<file path="config.mk">
export PLATFORM = sky130hd
export DESIGN_NAME = substring_first_match_finder_top_flat
export DESIGN_NICKNAME = d
export VERILOG_FILES = /design/src/rtl/core/sfmf_pkg.sv /design/src/rtl/core/sfmf_if.sv /design/src/rtl/core/sfmf_front.sv /design/src/rtl/core/sfmf_queue.sv /design/src/rtl/core/sfmf_back.sv /design/src/rtl/core/substring_first_match_finder_top.sv /design/src/flat_wrapper.sv
export SDC_FILE = /design/constraint.sdc
export NUM_CORES = 1
export LEC_CHECK = 0
export ABC_CLOCK_PERIOD_IN_PS = 6900
export BUFFER_PORTS_ARGS = -buffer_cell sky130_fd_sc_hd__buf_2
export CORE_MARGIN = 10
export CORE_UTILIZATION = 26
export CTS_BUF_LIST = sky130_fd_sc_hd__clkbuf_8
export CTS_CLUSTER_DIAMETER = 30
export DETAILED_ROUTE_END_ITERATION = 7
export GPL_TIMING_DRIVEN = 0
export HOLD_SLACK_MARGIN = 0.15
export REMOVE_ABC_BUFFERS = 1
export SETUP_SLACK_MARGIN = 0.05
export SLEW_MARGIN = 20
export SYNTH_ARGS = -nofsm -noshare
export SYNTH_HDL_FRONTEND = slang
export SYNTH_HIERARCHICAL = 1
export SYNTH_SLANG_ARGS = --single-unit
</file>
<file path="constraint.sdc">
create_clock -name clock -period 6.9 [get_ports clock]
set_clock_uncertainty 0.05 [all_clocks]
set_input_delay 0.69 -clock clock [delete_from_list [all_inputs] [get_ports clock]]
set_output_delay 0.69 -clock clock [all_outputs]
set_load 0.05 [all_outputs]
</file>
<file path="src/rtl/core/sfmf_pkg.sv">
// ----------------------------------------------------------------------------
// sfmf_pkg: shared types and constants of the substring first-match finder
// Register indexes, field widths, the queue word and a pattern byte helper.
// ----------------------------------------------------------------------------
`default_nettype none

package sfmf_pkg;

   localparam int CSR_DATA_W  = 64;
   localparam int CSR_INDEX_W = 2;
   localparam int PAT_BYTES   = 16;
   localparam int PAT_W       = 8 * PAT_BYTES;
   localparam int LEN_W       = 5;
   localparam int BYTE_W      = 8;
   localparam int OFFSET_W    = 16;

   localparam logic [CSR_INDEX_W-1:0] REG_PATTERN_LOW    = 2'd0;
   localparam logic [CSR_INDEX_W-1:0] REG_PATTERN_HIGH   = 2'd1;
   localparam logic [CSR_INDEX_W-1:0] REG_PATTERN_LENGTH = 2'd2;

   // One classified text byte, passed from the front part to the back part.
   typedef struct packed {
      logic                hit;
      logic                last;
      logic [OFFSET_W-1:0] start;
   } queue_word_type;

   function automatic logic [BYTE_W-1:0] pattern_byte(input logic [PAT_W-1:0] pat,
                                                     input logic [3:0] j);
      pattern_byte = pat[j*BYTE_W +: BYTE_W];
   endfunction

endpackage

`default_nettype wire

</file>
<file path="src/rtl/core/sfmf_if.sv">
// ----------------------------------------------------------------------------
// sfmf_if: stream channels of the substring first-match finder
// Request channel of text bytes and response channel of search results.
// ----------------------------------------------------------------------------
`default_nettype none

interface sfmf_req_if;
   logic       valid;
   logic       ready;
   logic [7:0] text_byte;
   logic       end_of_text;

   modport source (output valid, output text_byte, output end_of_text, input ready);
   modport sink   (input valid, input text_byte, input end_of_text, output ready);
endinterface

interface sfmf_rsp_if;
   logic        valid;
   logic        ready;
   logic        match_found;
   logic [15:0] match_offset;

   modport source (output valid, output match_found, output match_offset, input ready);
   modport sink   (input valid, input match_found, input match_offset, output ready);
endinterface

`default_nettype wire

</file>
<file path="src/rtl/core/sfmf_front.sv">
// ----------------------------------------------------------------------------
// sfmf_front: window, byte count and pattern compare
// Holds the pattern registers, shifts each text byte into the window and
// classifies it as a match end or not.
// ----------------------------------------------------------------------------
`default_nettype none

module sfmf_front import sfmf_pkg::*; #(
   parameter int MAX_PATTERN   = 16,
   parameter int POSITION_BITS = 16
) (
   input  wire logic                   clock,
   input  wire logic                   reset,
   input  wire logic                   csr_we,
   input  wire logic [CSR_INDEX_W-1:0] csr_index,
   input  wire logic [CSR_DATA_W-1:0]  csr_data,
   input  wire logic                   in_valid,
   output logic                        in_ready,
   input  wire logic [BYTE_W-1:0]      in_byte,
   input  wire logic                   in_last,
   output logic                        push,
   output queue_word_type              push_word,
   input  wire logic                   queue_full
);

   localparam int SEEN_W  = POSITION_BITS + 1;
   localparam int LEN_CAP = (MAX_PATTERN < PAT_BYTES) ? MAX_PATTERN : PAT_BYTES;

   logic [PAT_W-1:0]  pattern_ff;
   logic [LEN_W-1:0]  length_ff;
   logic [BYTE_W-1:0] window_ff [MAX_PATTERN];
   logic [BYTE_W-1:0] window_in [MAX_PATTERN];
   logic [SEEN_W-1:0] seen_ff;
   logic [SEEN_W-1:0] seen_in;
   logic [SEEN_W-1:0] seen_sat;
   logic [SEEN_W-1:0] start;
   logic              length_ok;
   logic              bytes_ok;
   logic              window_ok;

   assign in_ready = ~queue_full;
   assign push     = in_valid & in_ready;

   always_ff @(posedge clock) begin
      if (reset) begin
         pattern_ff <= '0;
         length_ff  <= '0;
      end else if (csr_we) begin
         unique case (csr_index)
            REG_PATTERN_LOW:    pattern_ff[CSR_DATA_W-1:0]     <= csr_data;
            REG_PATTERN_HIGH:   pattern_ff[PAT_W-1:CSR_DATA_W] <= csr_data;
            REG_PATTERN_LENGTH: length_ff                      <= csr_data[LEN_W-1:0];
            default: ;
         endcase
      end
   end

   // The newest byte enters at index 0.
   always_comb begin
      window_in[0] = in_byte;
      for (int k = 1; k < MAX_PATTERN; k++) begin
         window_in[k] = window_ff[k-1];
      end
   end

   assign seen_sat  = (seen_ff == '1) ? seen_ff : seen_ff + SEEN_W'(1);
   assign length_ok = (length_ff != '0) && (length_ff <= LEN_W'(LEN_CAP));
   assign bytes_ok  = seen_sat >= SEEN_W'(length_ff);
   assign start     = seen_sat - SEEN_W'(length_ff);

   // Window entry k holds pattern byte length-1-k.
   always_comb begin
      logic [3:0] idx;
      idx       = '0;
      window_ok = 1'b1;
      for (int k = 0; k < MAX_PATTERN; k++) begin
         if (k < LEN_CAP) begin
            if (LEN_W'(k) < length_ff) begin
               idx = 4'(length_ff - LEN_W'(k) - LEN_W'(1));
               if (window_in[k] != pattern_byte(pattern_ff, idx)) begin
                  window_ok = 1'b0;
               end
            end
         end
      end
   end

   assign push_word.hit   = length_ok & bytes_ok & window_ok & ~start[POSITION_BITS];
   assign push_word.last  = in_last;
   assign push_word.start = OFFSET_W'(start);

   assign seen_in = in_last ? '0 : seen_sat;

   always_ff @(posedge clock) begin
      if (reset) begin
         seen_ff <= '0;
         for (int k = 0; k < MAX_PATTERN; k++) begin
            window_ff[k] <= '0;
         end
      end else if (push) begin
         seen_ff <= seen_in;
         for (int k = 0; k < MAX_PATTERN; k++) begin
            window_ff[k] <= window_in[k];
         end
      end
   end

endmodule

`default_nettype wire

</file>
<file path="src/rtl/core/sfmf_queue.sv">
// ----------------------------------------------------------------------------
// sfmf_queue: two-entry queue between front and back parts
// Register-based first-in first-out store of classified bytes.
// ----------------------------------------------------------------------------
`default_nettype none

module sfmf_queue import sfmf_pkg::*; (
   input  wire logic     clock,
   input  wire logic     reset,
   input  wire logic     push,
   input  wire queue_word_type push_word,
   output logic          full,
   output logic          not_empty,
   input  wire logic     pop,
   output queue_word_type pop_word
);

   queue_word_type store_ff [2];
   logic           wr_ptr_ff;
   logic           wr_ptr_in;
   logic           rd_ptr_ff;
   logic           rd_ptr_in;
   logic [1:0]     count_ff;
   logic [1:0]     count_in;

   assign full      = count_ff == 2'd2;
   assign not_empty = count_ff != 2'd0;
   assign pop_word  = store_ff[rd_ptr_ff];

   assign wr_ptr_in = wr_ptr_ff ^ push;
   assign rd_ptr_in = rd_ptr_ff ^ pop;
   assign count_in  = count_ff + {1'b0, push} - {1'b0, pop};

   always_ff @(posedge clock) begin
      if (reset) begin
         wr_ptr_ff <= 1'b0;
         rd_ptr_ff <= 1'b0;
         count_ff  <= 2'd0;
      end else begin
         wr_ptr_ff <= wr_ptr_in;
         rd_ptr_ff <= rd_ptr_in;
         count_ff  <= count_in;
      end
   end

   always_ff @(posedge clock) begin
      if (push) begin
         store_ff[wr_ptr_ff] <= push_word;
      end
   end

endmodule

`default_nettype wire

</file>
<file path="src/rtl/core/sfmf_back.sv">
// ----------------------------------------------------------------------------
// sfmf_back: first-match tracking and result register
// Keeps the first hit of the current text and emits one result per text.
// ----------------------------------------------------------------------------
`default_nettype none

module sfmf_back import sfmf_pkg::*; (
   input  wire logic          clock,
   input  wire logic          reset,
   input  wire logic          word_valid,
   input  wire queue_word_type word,
   output logic               pop,
   output logic               out_valid,
   input  wire logic          out_ready,
   output logic               out_found,
   output logic [OFFSET_W-1:0] out_offset
);

   logic                seen_ff;
   logic                seen_in;
   logic [OFFSET_W-1:0] first_ff;
   logic [OFFSET_W-1:0] first_in;
   logic                valid_ff;
   logic                valid_in;
   logic                found_ff;
   logic [OFFSET_W-1:0] offset_ff;
   logic                take_hit;

   // A last word needs the result register free; other words always drain.
   assign pop      = word_valid & (~word.last | ~valid_ff | out_ready);
   assign take_hit = ~seen_ff & word.hit;

   assign seen_in  = (pop & word.last) ? 1'b0 : (seen_ff | (pop & take_hit));
   assign first_in = (pop & word.last) ? '0 : ((pop & take_hit) ? word.start : first_ff);
   assign valid_in = (pop & word.last) | (valid_ff & ~out_ready);

   always_ff @(posedge clock) begin
      if (reset) begin
         seen_ff  <= 1'b0;
         first_ff <= '0;
         valid_ff <= 1'b0;
      end else begin
         seen_ff  <= seen_in;
         first_ff <= first_in;
         valid_ff <= valid_in;
      end
   end

   always_ff @(posedge clock) begin
      if (pop & word.last) begin
         found_ff  <= seen_ff | word.hit;
         offset_ff <= seen_ff ? first_ff : (word.hit ? word.start : '0);
      end
   end

   assign out_valid  = valid_ff;
   assign out_found  = found_ff;
   assign out_offset = offset_ff;

endmodule

`default_nettype wire

</file>
<file path="src/rtl/core/substring_first_match_finder_top.sv">
// ----------------------------------------------------------------------------
// substring_first_match_finder_top: first occurrence of a pattern in a text
// Streams text bytes through a sliding window, compares it with the
// configured pattern and reports the offset of the first match per text.
// ----------------------------------------------------------------------------
//
//   Channel   Direction  Word contents                    Moves when
//   req_if    in         text_byte, end_of_text           valid and ready high
//   rsp_if    out        match_found, match_offset        valid and ready high
//   csr_*     in         csr_index, csr_data              csr_we high
//
// One text word is taken per cycle while the queue has room. A word is
// classified in the cycle it is taken and waits in the queue for the back
// part; when the last word of a text is popped, its result word is
// registered and then offered on rsp_if. Input stalls only when a last
// word waits behind a result held on rsp_if and one more word fills the queue.
// Reset clears the window, the counters, the queue and the registers.
// ----------------------------------------------------------------------------
`default_nettype none

module substring_first_match_finder_top import sfmf_pkg::*; #(
   parameter int MAX_PATTERN   = 16,
   parameter int POSITION_BITS = 16
) (
   input  wire logic                   clock,
   input  wire logic                   reset,
   sfmf_req_if.sink                    req_if,
   sfmf_rsp_if.source                  rsp_if,
   input  wire logic                   csr_we,
   input  wire logic [CSR_INDEX_W-1:0] csr_index,
   input  wire logic [CSR_DATA_W-1:0]  csr_data
);

   // Classified words flow from the front part through the queue.
   queue_word_type push_word;
   queue_word_type pop_word;
   logic           push;
   logic           pop;
   logic           queue_full;
   logic           queue_not_empty;

   // The front part owns the pattern registers, the window and the count.
   sfmf_front #(
      .MAX_PATTERN   (MAX_PATTERN),
      .POSITION_BITS (POSITION_BITS)
   ) u_front (
      .clock      (clock),
      .reset      (reset),
      .csr_we     (csr_we),
      .csr_index  (csr_index),
      .csr_data   (csr_data),
      .in_valid   (req_if.valid),
      .in_ready   (req_if.ready),
      .in_byte    (req_if.text_byte),
      .in_last    (req_if.end_of_text),
      .push       (push),
      .push_word  (push_word),
      .queue_full (queue_full)
   );

   sfmf_queue u_queue (
      .clock     (clock),
      .reset     (reset),
      .push      (push),
      .push_word (push_word),
      .full      (queue_full),
      .not_empty (queue_not_empty),
      .pop       (pop),
      .pop_word  (pop_word)
   );

   // The back part keeps the first hit and holds the result word.
   sfmf_back u_back (
      .clock      (clock),
      .reset      (reset),
      .word_valid (queue_not_empty),
      .word       (pop_word),
      .pop        (pop),
      .out_valid  (rsp_if.valid),
      .out_ready  (rsp_if.ready),
      .out_found  (rsp_if.match_found),
      .out_offset (rsp_if.match_offset)
   );

endmodule

`default_nettype wire

</file>
<file path="src/flat_wrapper.sv">
// flat-port wrapper written by rule: the top's interface ports become plain ports
module substring_first_match_finder_top_flat import sfmf_pkg::*;
#(
   parameter int MAX_PATTERN   = 16,
   parameter int POSITION_BITS = 16
)
  (clock, reset, csr_we, csr_index, csr_data, req_if_valid, req_if_text_byte, req_if_end_of_text, req_if_ready, rsp_if_valid, rsp_if_match_found, rsp_if_match_offset, rsp_if_ready);
  sfmf_req_if req_if_i ();
  sfmf_rsp_if rsp_if_i ();
  input  wire logic clock;
  input  wire logic reset;
  input  wire logic csr_we;
  input  wire logic [CSR_INDEX_W-1:0] csr_index;
  input  wire logic [CSR_DATA_W-1:0] csr_data;
  input wire logic [$bits(req_if_i.valid)-1:0] req_if_valid;
  input wire logic [$bits(req_if_i.text_byte)-1:0] req_if_text_byte;
  input wire logic [$bits(req_if_i.end_of_text)-1:0] req_if_end_of_text;
  output wire logic [$bits(req_if_i.ready)-1:0] req_if_ready;
  output wire logic [$bits(rsp_if_i.valid)-1:0] rsp_if_valid;
  output wire logic [$bits(rsp_if_i.match_found)-1:0] rsp_if_match_found;
  output wire logic [$bits(rsp_if_i.match_offset)-1:0] rsp_if_match_offset;
  input wire logic [$bits(rsp_if_i.ready)-1:0] rsp_if_ready;
  assign req_if_i.valid = req_if_valid;
  assign req_if_i.text_byte = req_if_text_byte;
  assign req_if_i.end_of_text = req_if_end_of_text;
  assign req_if_ready = req_if_i.ready;
  assign rsp_if_valid = rsp_if_i.valid;
  assign rsp_if_match_found = rsp_if_i.match_found;
  assign rsp_if_match_offset = rsp_if_i.match_offset;
  assign rsp_if_i.ready = rsp_if_ready;
  substring_first_match_finder_top #(.MAX_PATTERN(MAX_PATTERN), .POSITION_BITS(POSITION_BITS)) u_core (.clock(clock), .reset(reset), .req_if(req_if_i), .rsp_if(rsp_if_i), .csr_we(csr_we), .csr_index(csr_index), .csr_data(csr_data));
endmodule
</file>
* Word-level counts from Yosys, hierarchy flattened
Memory sizes are Yosys's and may differ from the RTL's. A register that Yosys moved wholly into a read port is not among the register bits. Index checks and enable logic that the tools add are counted.
Word-level totals: flip-flop bits (word level) 189, bits in latches 0, RAM bits 164, bits in read-only memories 0, input port bits 80, logic and storage cells 207, memories 2
Cells by class: add/subtract/negate cells 34, multipliers 0, divide/modulo/power cells 0, magnitude comparators 18, eq/ne operators 20, shift-type cells 16, mux-type cells 59, bitwise logic cells 38, reduce and logical (&&, ||, !) cells 8
Memory list:
- u_core.u_front.window_ff | words 16, bits a word 8, read ports 15, clocked after memory_dff 0, wr ports 16, RTL line sfmf_front.sv:31 | logic [BYTE_W-1:0] window_ff [MAX_PATTERN];
- u_core.u_queue.store_ff | words 2, bits a word 18, read ports 1, clocked after memory_dff 1, wr ports 1, RTL line sfmf_queue.sv:18 | queue_word_type store_ff [2];
Operators by type and width (number):
- 128-bit by 8-bit indexed part select with 8-bit output | 16
- 8-bit two-way mux | 16
- 8-bit != test | 16
- 4-bit by 1-bit subtractor with 4-bit output, second input constant | 16
- 4-bit by 5-bit less-than comparator with 1-bit output, first input constant | 8
- 1-bit two-way mux | 39
- 17-bit two-way mux | 2
- 16-bit two-way mux | 2
- 4-bit subtractor, second input constant | 8
- 1-bit bitwise OR | 21
- 3-bit by 5-bit less-than comparator with 1-bit output, first input constant | 4
- 17-bit by 1-bit adder with 17-bit output, second input constant | 1
- 17-bit == test, second input constant | 1
- 17-bit by 5-bit >= comparator with 1-bit output | 1
- 17-bit by 5-bit subtractor with 17-bit output | 1
- 4-bit by 3-bit subtractor with 4-bit output, second input constant | 4
- 1-bit by 5-bit less-than comparator with 1-bit output, first input constant | 2
- 2-bit by 5-bit less-than comparator with 1-bit output, first input constant | 2
- 1-bit AND | 9
- 4-bit by 2-bit subtractor with 4-bit output, second input constant | 2
- 1-bit inverter | 6
- 2-bit AND reduction | 3
- 5-bit <= comparator, second input constant | 1
- 5-bit nonzero test | 1
- 9 further kinds | 11

* Longest topological paths before layout
Gate-level depths: netlist (run 1).
depth in word-level cells 37, depth in mapped cells 22

* Hierarchy
The synthesis (run 1) kept the hierarchy.
By module, submodules not included:
- sfmf_front | times used 1, cells an instance 2098, area an instance 22218.8 sq um, seq. area each 6606.3 sq um
- sfmf_queue | times used 1, cells an instance 75, area an instance 1551.5 sq um, seq. area each 1161.1 sq um
- sfmf_back | times used 1, cells an instance 158, area an instance 1525.2 sq um, seq. area each 870.8 sq um

* Worst setup path before layout (run 1)
Ideal clock, no wire load.
path type register to register, from register u_core.u_front.length_ff[1], to memory u_core/u_queue/store_ff[0][17] (netlist name) (data pin), library setup time 182 ps, arrival time 4668 ps, path slack 2000 ps, cell stages (with the launch flop) 20, path buffers 8, clock period less this slack 4900 ps, path through dfxtp_1 > buf_2 > buf_4 > buf_4 > buf_2 > clkinv_1 > ha_1 > buf_6 > buf_6 > buf_4 > buf_2 > mux2i_1 > mux2i_1 > o211ai_1 > xor2_1 > nand3_1 > a211o_1 > a2111oi_2 > a41oi_1 > nor4_2
RTL lines:
- start, declared | RTL line sfmf_front.sv:30 | logic [LEN_W-1:0] length_ff;
- start signal, assigned | RTL line sfmf_front.sv:52 | REG_PATTERN_LENGTH: length_ff <= csr_data[LEN_W-1:0];
- end, declared | RTL line sfmf_queue.sv:18

==> results.toml, run 1 <==
[outcome]
status = "complete, no violations"

[placement]
io_buffers = 98
place.gp.congestion = 0.9499
placed_cells = 3550
dp_slack_ns = -0.2507
dp_hpwl_mm = 57.29
dpl-instance-area_um2 = 27370

[timing]
tightest_slew_ns = 1.121
whs_ns = 0.2130
setup_viol = 0
fin_ws_ns = 0.3724
finalMaxSlewViolations = 0
timing.fmax_ghz = 0.1532
setup_tns_ns = 0
rsz0062_at_grt = "false"
finalCritPeriodShare_pct = 94.60
relSlewSlack_pct = 24.85
final-hold-violation-count = 0
layout_min_cycle_time_ns = 6.528

[yosys]
synth_edf_count = 173
synth_commonest_cells = "nand2_1 (356), mux4_2 (246), mux2i_1 (214)"
synth_top_family_by_area = "multiplexers"
ys_seq_area_share_pct = 34.15
yosysTopAreaCellShare_pct = 21.90
synth-main-ff-cell = "edfxtp_1"
post-synth-top-count-cell = "nand2_1"
netlist_instances = 2331
yosysWarnings = 6
synthXorXnorAreaFrac_pct = 6.593
synthMuxAreaShare_pct = 31.96
synthSimpleGateAreaFrac_pct = 14.71
synth_fa_ha_area_share_pct = 1.068
yosysUniqueCellTypes = 80
yosysTopAreaCell = "mux4_2"
synth-compound-area-share_pct = 7.355
ys_seq_elements = 345
async_flop_share_pct = 0
synth_area_leaders = "mux4_2 (22%), edfxtp_1 (21%), dfxtp_1 (14%), mux2i_1 (8.5%), nand2_1 (5.3%)"
synth_area_um2 = 25300
avgSynthCellArea_um2 = 10.85

[power_and_ir_drop]
ir_drop_mv = 0.1323
report.power.total_mw = 7.000
comb_power_share_pct = 22.3
pwr-share-seq_pct = 38.3
switching_share_pct = 31.78
internal_power_mw = 4.775
clockPowerShare_pct = 39.4
p_sw_mw = 2.225
leakage_nw = 9.988
p_per_area_nw_per_um2 = 238.6

[drt]
wl_per_cell_um = 21.63
drc = 0
via_count = 19890
finalWirelength_mm = 80.23
drtIter0Drc = 2305
ant_nets = 0
first_pass_iters = 5
vias_per_cell = 5.363

[cells_and_area]
drive_gt1_share_pct = 24.76
multi_input_area_um2 = 15820
fillCellCount = 9841
layout-area-overhead-vs-synth_pct = 16.00
post-route-util_pct = 30.39
register_area_um2 = 8653
layout.nets = 2463
layout.cells.non_filler = 3709
fin_area_um2 = 29340

[floorplanning]
die_y_um = 331.9
core_um2 = 96570
die_w_um = 331.9
fp-row-count = 114
io_pins = 99
initial_utilization_pct = 26.20
dieArea_um2 = 110200

[min_path]
hold_depth = 3
holdCritPathClass = "primary input to register"
hold_start = "csr_data[47]"

[clocking]
clock_latency_ns = 0.67
root_buffer = "clkbuf_8"
cts_tree = "done"
clock_sinks = 345
htreeDepth = 3
path_clk_slew_ns = 0.06
cts_buffers = 81
clk_path_buf_depth = 3

[flow_run]
maxCapViolations = 0

[grt]
grt_pass1_vias = 18809
grt_antenna_before_repair = 14
grt_usage_pct = 14.02
grt_pass1_wl_mm = 121.5
grt-ovfl-total = 0
grt_max_degree = 108

[critical_path]
arrival_ns = 6.86
setup.worst_path.class = "register to register"
cp-startpoint = "u_core/u_front/length_ff[0]"
reg2reg_from = "u_core/u_front/length_ff[0]"
end_kind = "register"
cp.required_ns = 7.23
startpoint_type = "register"
crit_fanout = 49
r2r_cells = 13
sequential cells by signal, indices dropped and copies added (netlist names), 2 cells and up:
register and flops:
u_core/u_front/pattern_ff 128, u_core/u_front/window_ff 120, u_core/u_queue/store_ff 36, u_core/u_front/seen_ff 17, u_core/u_back/first_ff 16, u_core/u_back/out_offset 16, u_core/u_front/length_ff 5, u_core/u_queue/count_ff 2
power by group through the flow:
| stage | clock, mW | sequential, mW | combinational (mW) |
|---|---|---|---|
| 2_1_floorplan | 0 | 2.80 | 0.918 |
| 3_3_place_gp | 0 | 2.75 | 1.47 |
| 3_5_place_dp | 0 | 2.72 | 1.53 |
| 4_1_cts | 2.82 | 2.68 | 1.54 |
| 5_1_grt | 2.91 | 2.72 | 1.65 |
| 6_report | 2.76 | 2.68 | 1.56 |
worst max-delay path, cell delays in order, from the launching register on:
cell	delay [ns]
dfxtp_4	0.63
buf_16	0.32
clkinv_4	0.39
buf_16	0.34
ha_4	0.75
buf_16	0.32
mux4_2	0.63
mux4_2	0.51
xnor2_1	0.35
nand4_1	0.14
a211o_1	0.32
a2111oi_2	0.54
a41oi_1	0.22
nor4_2	0.56
cells in the final DEF, fill, tap and decap left out, types with 16 or more instances in the layout:
cell type  synthesis  final
dfxtp_1          172    168
buf_2             48     97
inv_1             14     27
xnor2_1           87     78
o21ai_0           53     53
nor3_1            17     16
nor2_1            45     44
a21oi_1          166    164
mux2i_1          214    214
a22oi_1           20     20
edfxtp_1         173    173
xor2_1            94     91
ha_1              20     17
nor2b_1           49     47
mux4_2           246    246
clkbuf_8           0     96
nand4_1           47     47
nand2_1          356    356
and2_1            86     86
nand3_1           95     95
path summary, 6_finish.rpt:
check,endpoint,slack [ns]
worst max-delay path,u_core/u_queue/store_ff[0][17],0.37
worst min-delay path,u_core/u_front/pattern_ff[111],0.21
worst max register to register,u_core/u_queue/store_ff[0][17],0.37
worst min register to register,u_core/u_back/first_ff[15],0.42
layout make-up:
class,count,area share [%]
flip-flops and latches,345,29.49
clock buffers,96,4.503
multi-input cells,1771,53.92
clock inverters,56,1.979
well taps,1276,5.441
repair buffers,145,4.379
inverters,18,0.2729
diodes,2,0.01706
timing repair:
| action | CTS | global route |
|---|---|---|
| gates resized for setup | 1 | 0 |
| setup buffers | 3 | 1 |
| pin swaps | 1 | 0 |
| setup endpoints to repair | 2 | 2 |
| endpoints found under the hold margin | 2 | 0 |
| hold buffers | 1 | 0 |
kinds of logic after synthesis:
family,after synthesis
fa+ha+maj,21
buf+inv,215
compound gates,317
simple gates,762
xor+xnor,185
mux,486
flops,345
per-layer routing:
layer | GRT usage (%) | share of wire, % | vias up
met5 | 0 | 0.11 | -
met4 | 4.894 | 3.4 | 12
met3 | 3.287 | 8.3 | 178
met2 | 22.46 | 47 | 881
met1 | 18.31 | 41 | 9961
li1 | - | - | 8858
No activity file was read; power rests on OpenSTA's default activity.
==> run 2: changes to the inputs <==
--- a/config.mk
+++ b/config.mk
@@ -8,9 +8,10 @@
 export ABC_CLOCK_PERIOD_IN_PS = 6900
 export BUFFER_PORTS_ARGS = -buffer_cell sky130_fd_sc_hd__buf_2
 export CORE_MARGIN = 10
-export CORE_UTILIZATION = 26
+export CORE_UTILIZATION = 40
 export CTS_BUF_LIST = sky130_fd_sc_hd__clkbuf_8
 export CTS_CLUSTER_DIAMETER = 30
+export CTS_CLUSTER_SIZE = 16
 export DETAILED_ROUTE_END_ITERATION = 7
 export GPL_TIMING_DRIVEN = 0
 export HOLD_SLACK_MARGIN = 0.15
==> run 2 against run 1 <==
  * Via count up 2.4%
  * Sequential cell count is the same
  * Routed wire length down 1.0%
  * Clock power rose by 7.6%
  * Register-to-register slack improved by 0.09 ns
  * Clock-buffer cell count grew 3
  * Sequential share of layout area decreased by 0.12 points
  * Sequential power about the same
  * Core utilization increased by 16 points
==> results.toml, run 2 (synthesis gave the netlist of run 1 again) <==
[timing]
layout_min_cycle_time_ns = 6.436
finalCritPeriodShare_pct = 93.28
tightest_slew_ns = 1.092
relSlewSlack_pct = 26.78
finalMaxSlewViolations = 0
setup_tns_ns = 0
rsz0062_at_grt = "false"
final-hold-violation-count = 0
setup_viol = 0
timing.fmax_ghz = 0.1554

[clocking]
path_clk_slew_ns = 0.05
root_buffer = "clkbuf_8"
clock_latency_ns = 0.71
htreeDepth = 3
ctsResizeCount = 0
clk_path_buf_depth = 3
cts_tree = "done"
clock_sinks = 345
cts_buffers = 87

[cells_and_area]
final_common_cell = "nand2_1"
regMostFlops = "u_core/u_front/pattern_ff"
layout-area-overhead-vs-synth_pct = 16.47
final_cell_mix = "nand2_1 (356), mux4_2 (246), mux2i_1 (214), edfxtp_1 (173), dfxtp_1 (168)"
largest_register_ffs = 128
fin_area_um2 = 29460
drive_gt1_share_pct = 25.13
layout.nets = 2516
fillCellCount = 5794
layout.cells.non_filler = 3334
top_regs = "u_core/u_front/pattern_ff: 128 flops, u_core/u_front/window_ff: 120 flops, u_core/u_queue/store_ff: 36 flops"

[placement]
dpl-instance-area_um2 = 26900
place.gp.congestion = 0.9764
dp_hpwl_mm = 56.33
io_buffers = 98
placed_cells = 3125

[drt]
ant_nets = 0
wl_per_cell_um = 23.83
drtIter0Drc = 2092
drc = 0
first_pass_iters = 8
vias_per_cell = 6.107
via_count = 20360
finalWirelength_mm = 79.43

[critical_path]
path_buf_inv = 3
path_cells = "buf_16 > clkinv_4 > ha_4 > buf_16 > mux4_1 > mux4_1 > xnor2_1 > nand4_1 > a211o_1 > a2111oi_2 > a41oi_1 > nor4_2"
critPathSlowestCell = "ha_4"
crit_family = "multiplexers"
r2r_setup_slack_ns = 0.46
critPathMaxStageDelay_ns = 0.75
setup.worst_path.class = "register to register"
crit_fanout = 47
startpoint_type = "register"
end_kind = "register"
cp.required_ns = 7.26
rr_endpoint = "u_core/u_queue/store_ff[1][17]"
r2r_cells = 12
arrival_ns = 6.80
reg2reg_from = "u_core/u_front/length_ff[0]"

[min_path]
hold_path_end = "u_core/u_front/pattern_ff[55]"
hold_depth = 3
hold_start = "csr_data[55]"
holdCritPathClass = "primary input to register"

[floorplanning]
initial_utilization_pct = 40.25
core_um2 = 62850
dieArea_um2 = 73700
die_w_um = 271.5
io_pins = 99
fp-row-count = 92
die_y_um = 271.5

[grt]
grt_usage_pct = 20.93
grt_antenna_before_repair = 0
grt_max_degree = 119
grt_pass1_wl_mm = 121.4
grt_pass1_vias = 19973
grt-ovfl-total = 0

[outcome]
status = "complete, no violations"

[power_and_ir_drop]
ir_drop_mv = 0.1503
p_per_area_nw_per_um2 = 246.0
leakage_nw = 10.29

[flow_run]
maxCapViolations = 0
## run 2: changes by cell type in the layout (fill, tap and decap cells not counted), moves of 3 or more
cell	previous run	this run
bufinv_16	11	14
buf_4	10	13
clkinv_8	0	3
clkinv_1	4	1
dlygate4sd3_1	1	40
clkbuf_8	96	99
clkinv_2	11	21
inv_1	27	24
buf_8	2	6
## run 2: how the worst max path moves through the flow
stage	slack, ns	cells after the start	start	end
2_1_floorplan	-10.10	10	u_core/u_front/length_ff[0]	u_core/u_queue/store_ff[0][17]
3_3_place_gp	-16.18	10	u_core/u_front/length_ff[0]	u_core/u_queue/store_ff[0][17]
3_5_place_dp	0.30	12	u_core/u_front/length_ff[0]	u_core/u_queue/store_ff[0][17]
4_1_cts	0.24	12	u_core/u_front/length_ff[0]	u_core/u_queue/store_ff[1][17]
5_1_grt	0.16	12	u_core/u_front/length_ff[0]	u_core/u_queue/store_ff[1][17]
6_report	0.46	12	u_core/u_front/length_ff[0]	u_core/u_queue/store_ff[1][17]
## run 2: worst min-delay path: cells and delay by family
| kind | cells | cell delay, ns |
|---|---|---|
| AO/OA/AOI/OAI | 1 | 0.05 |
| buffers and inverters | 1 | 0.10 |
| AND/OR/NAND/NOR | 1 | 0.05 |
## run 2: stage by stage
| stage | util [%] | hold WS [ns] | total power, mW | worst slack (ns) |
|---|---|---|---|---|
| 2_1_floorplan | - | 0.4040 | 3.719 | -10.10 |
| 5_1_grt | 46.87 | 0.1753 | 7.542 | 0.1636 |
| 3_3_place_gp | 41.14 | 0.4109 | 4.215 | -16.18 |
| 3_5_place_dp | 42.80 | 0.4161 | 4.259 | 0.3016 |
| 4_1_cts | 46.75 | 0.1501 | 7.288 | 0.2434 |
| 6_report | 46.87 | 0.2013 | 7.247 | 0.4638 |
## run 2: final cells by class
cell class	instances	area [um2]	share of cell area, %
well taps	846	1059	3.593
diodes	1	2.502	0.008494
repair buffers	192	1778	6.035
inverters	18	80.08	0.2718
multi-input cells	1771	15810	53.66
flip-flops and latches	345	8653	29.37
clock inverters	62	716.9	2.434
clock buffers	99	1363	4.625
## run 2: report_power, final
group	switching, mW	internal [mW]	total, mW
registers	0.216	2.47	2.68
logic	0.957	0.634	1.59
clock network	1.11	1.86	2.97
## run 2: timing repair
item                                   in CTS  in global routing
endpoints found under the hold margin      68                  0
hold buffers                               40                  0
buffers inserted                            0                  7
setup endpoints to repair                   0                  2
## run 2: routing by layer
metal | global-route usage, % | part of all wire [%] | up-vias
li1 | - | - | 8972
met1 | 26.51 | 40 | 10297
met2 | 34.76 | 49 | 923
met3 | 4.247 | 7.8 | 168
met4 | 8.070 | 3.7 | 0
met5 | 0 | 0 | -
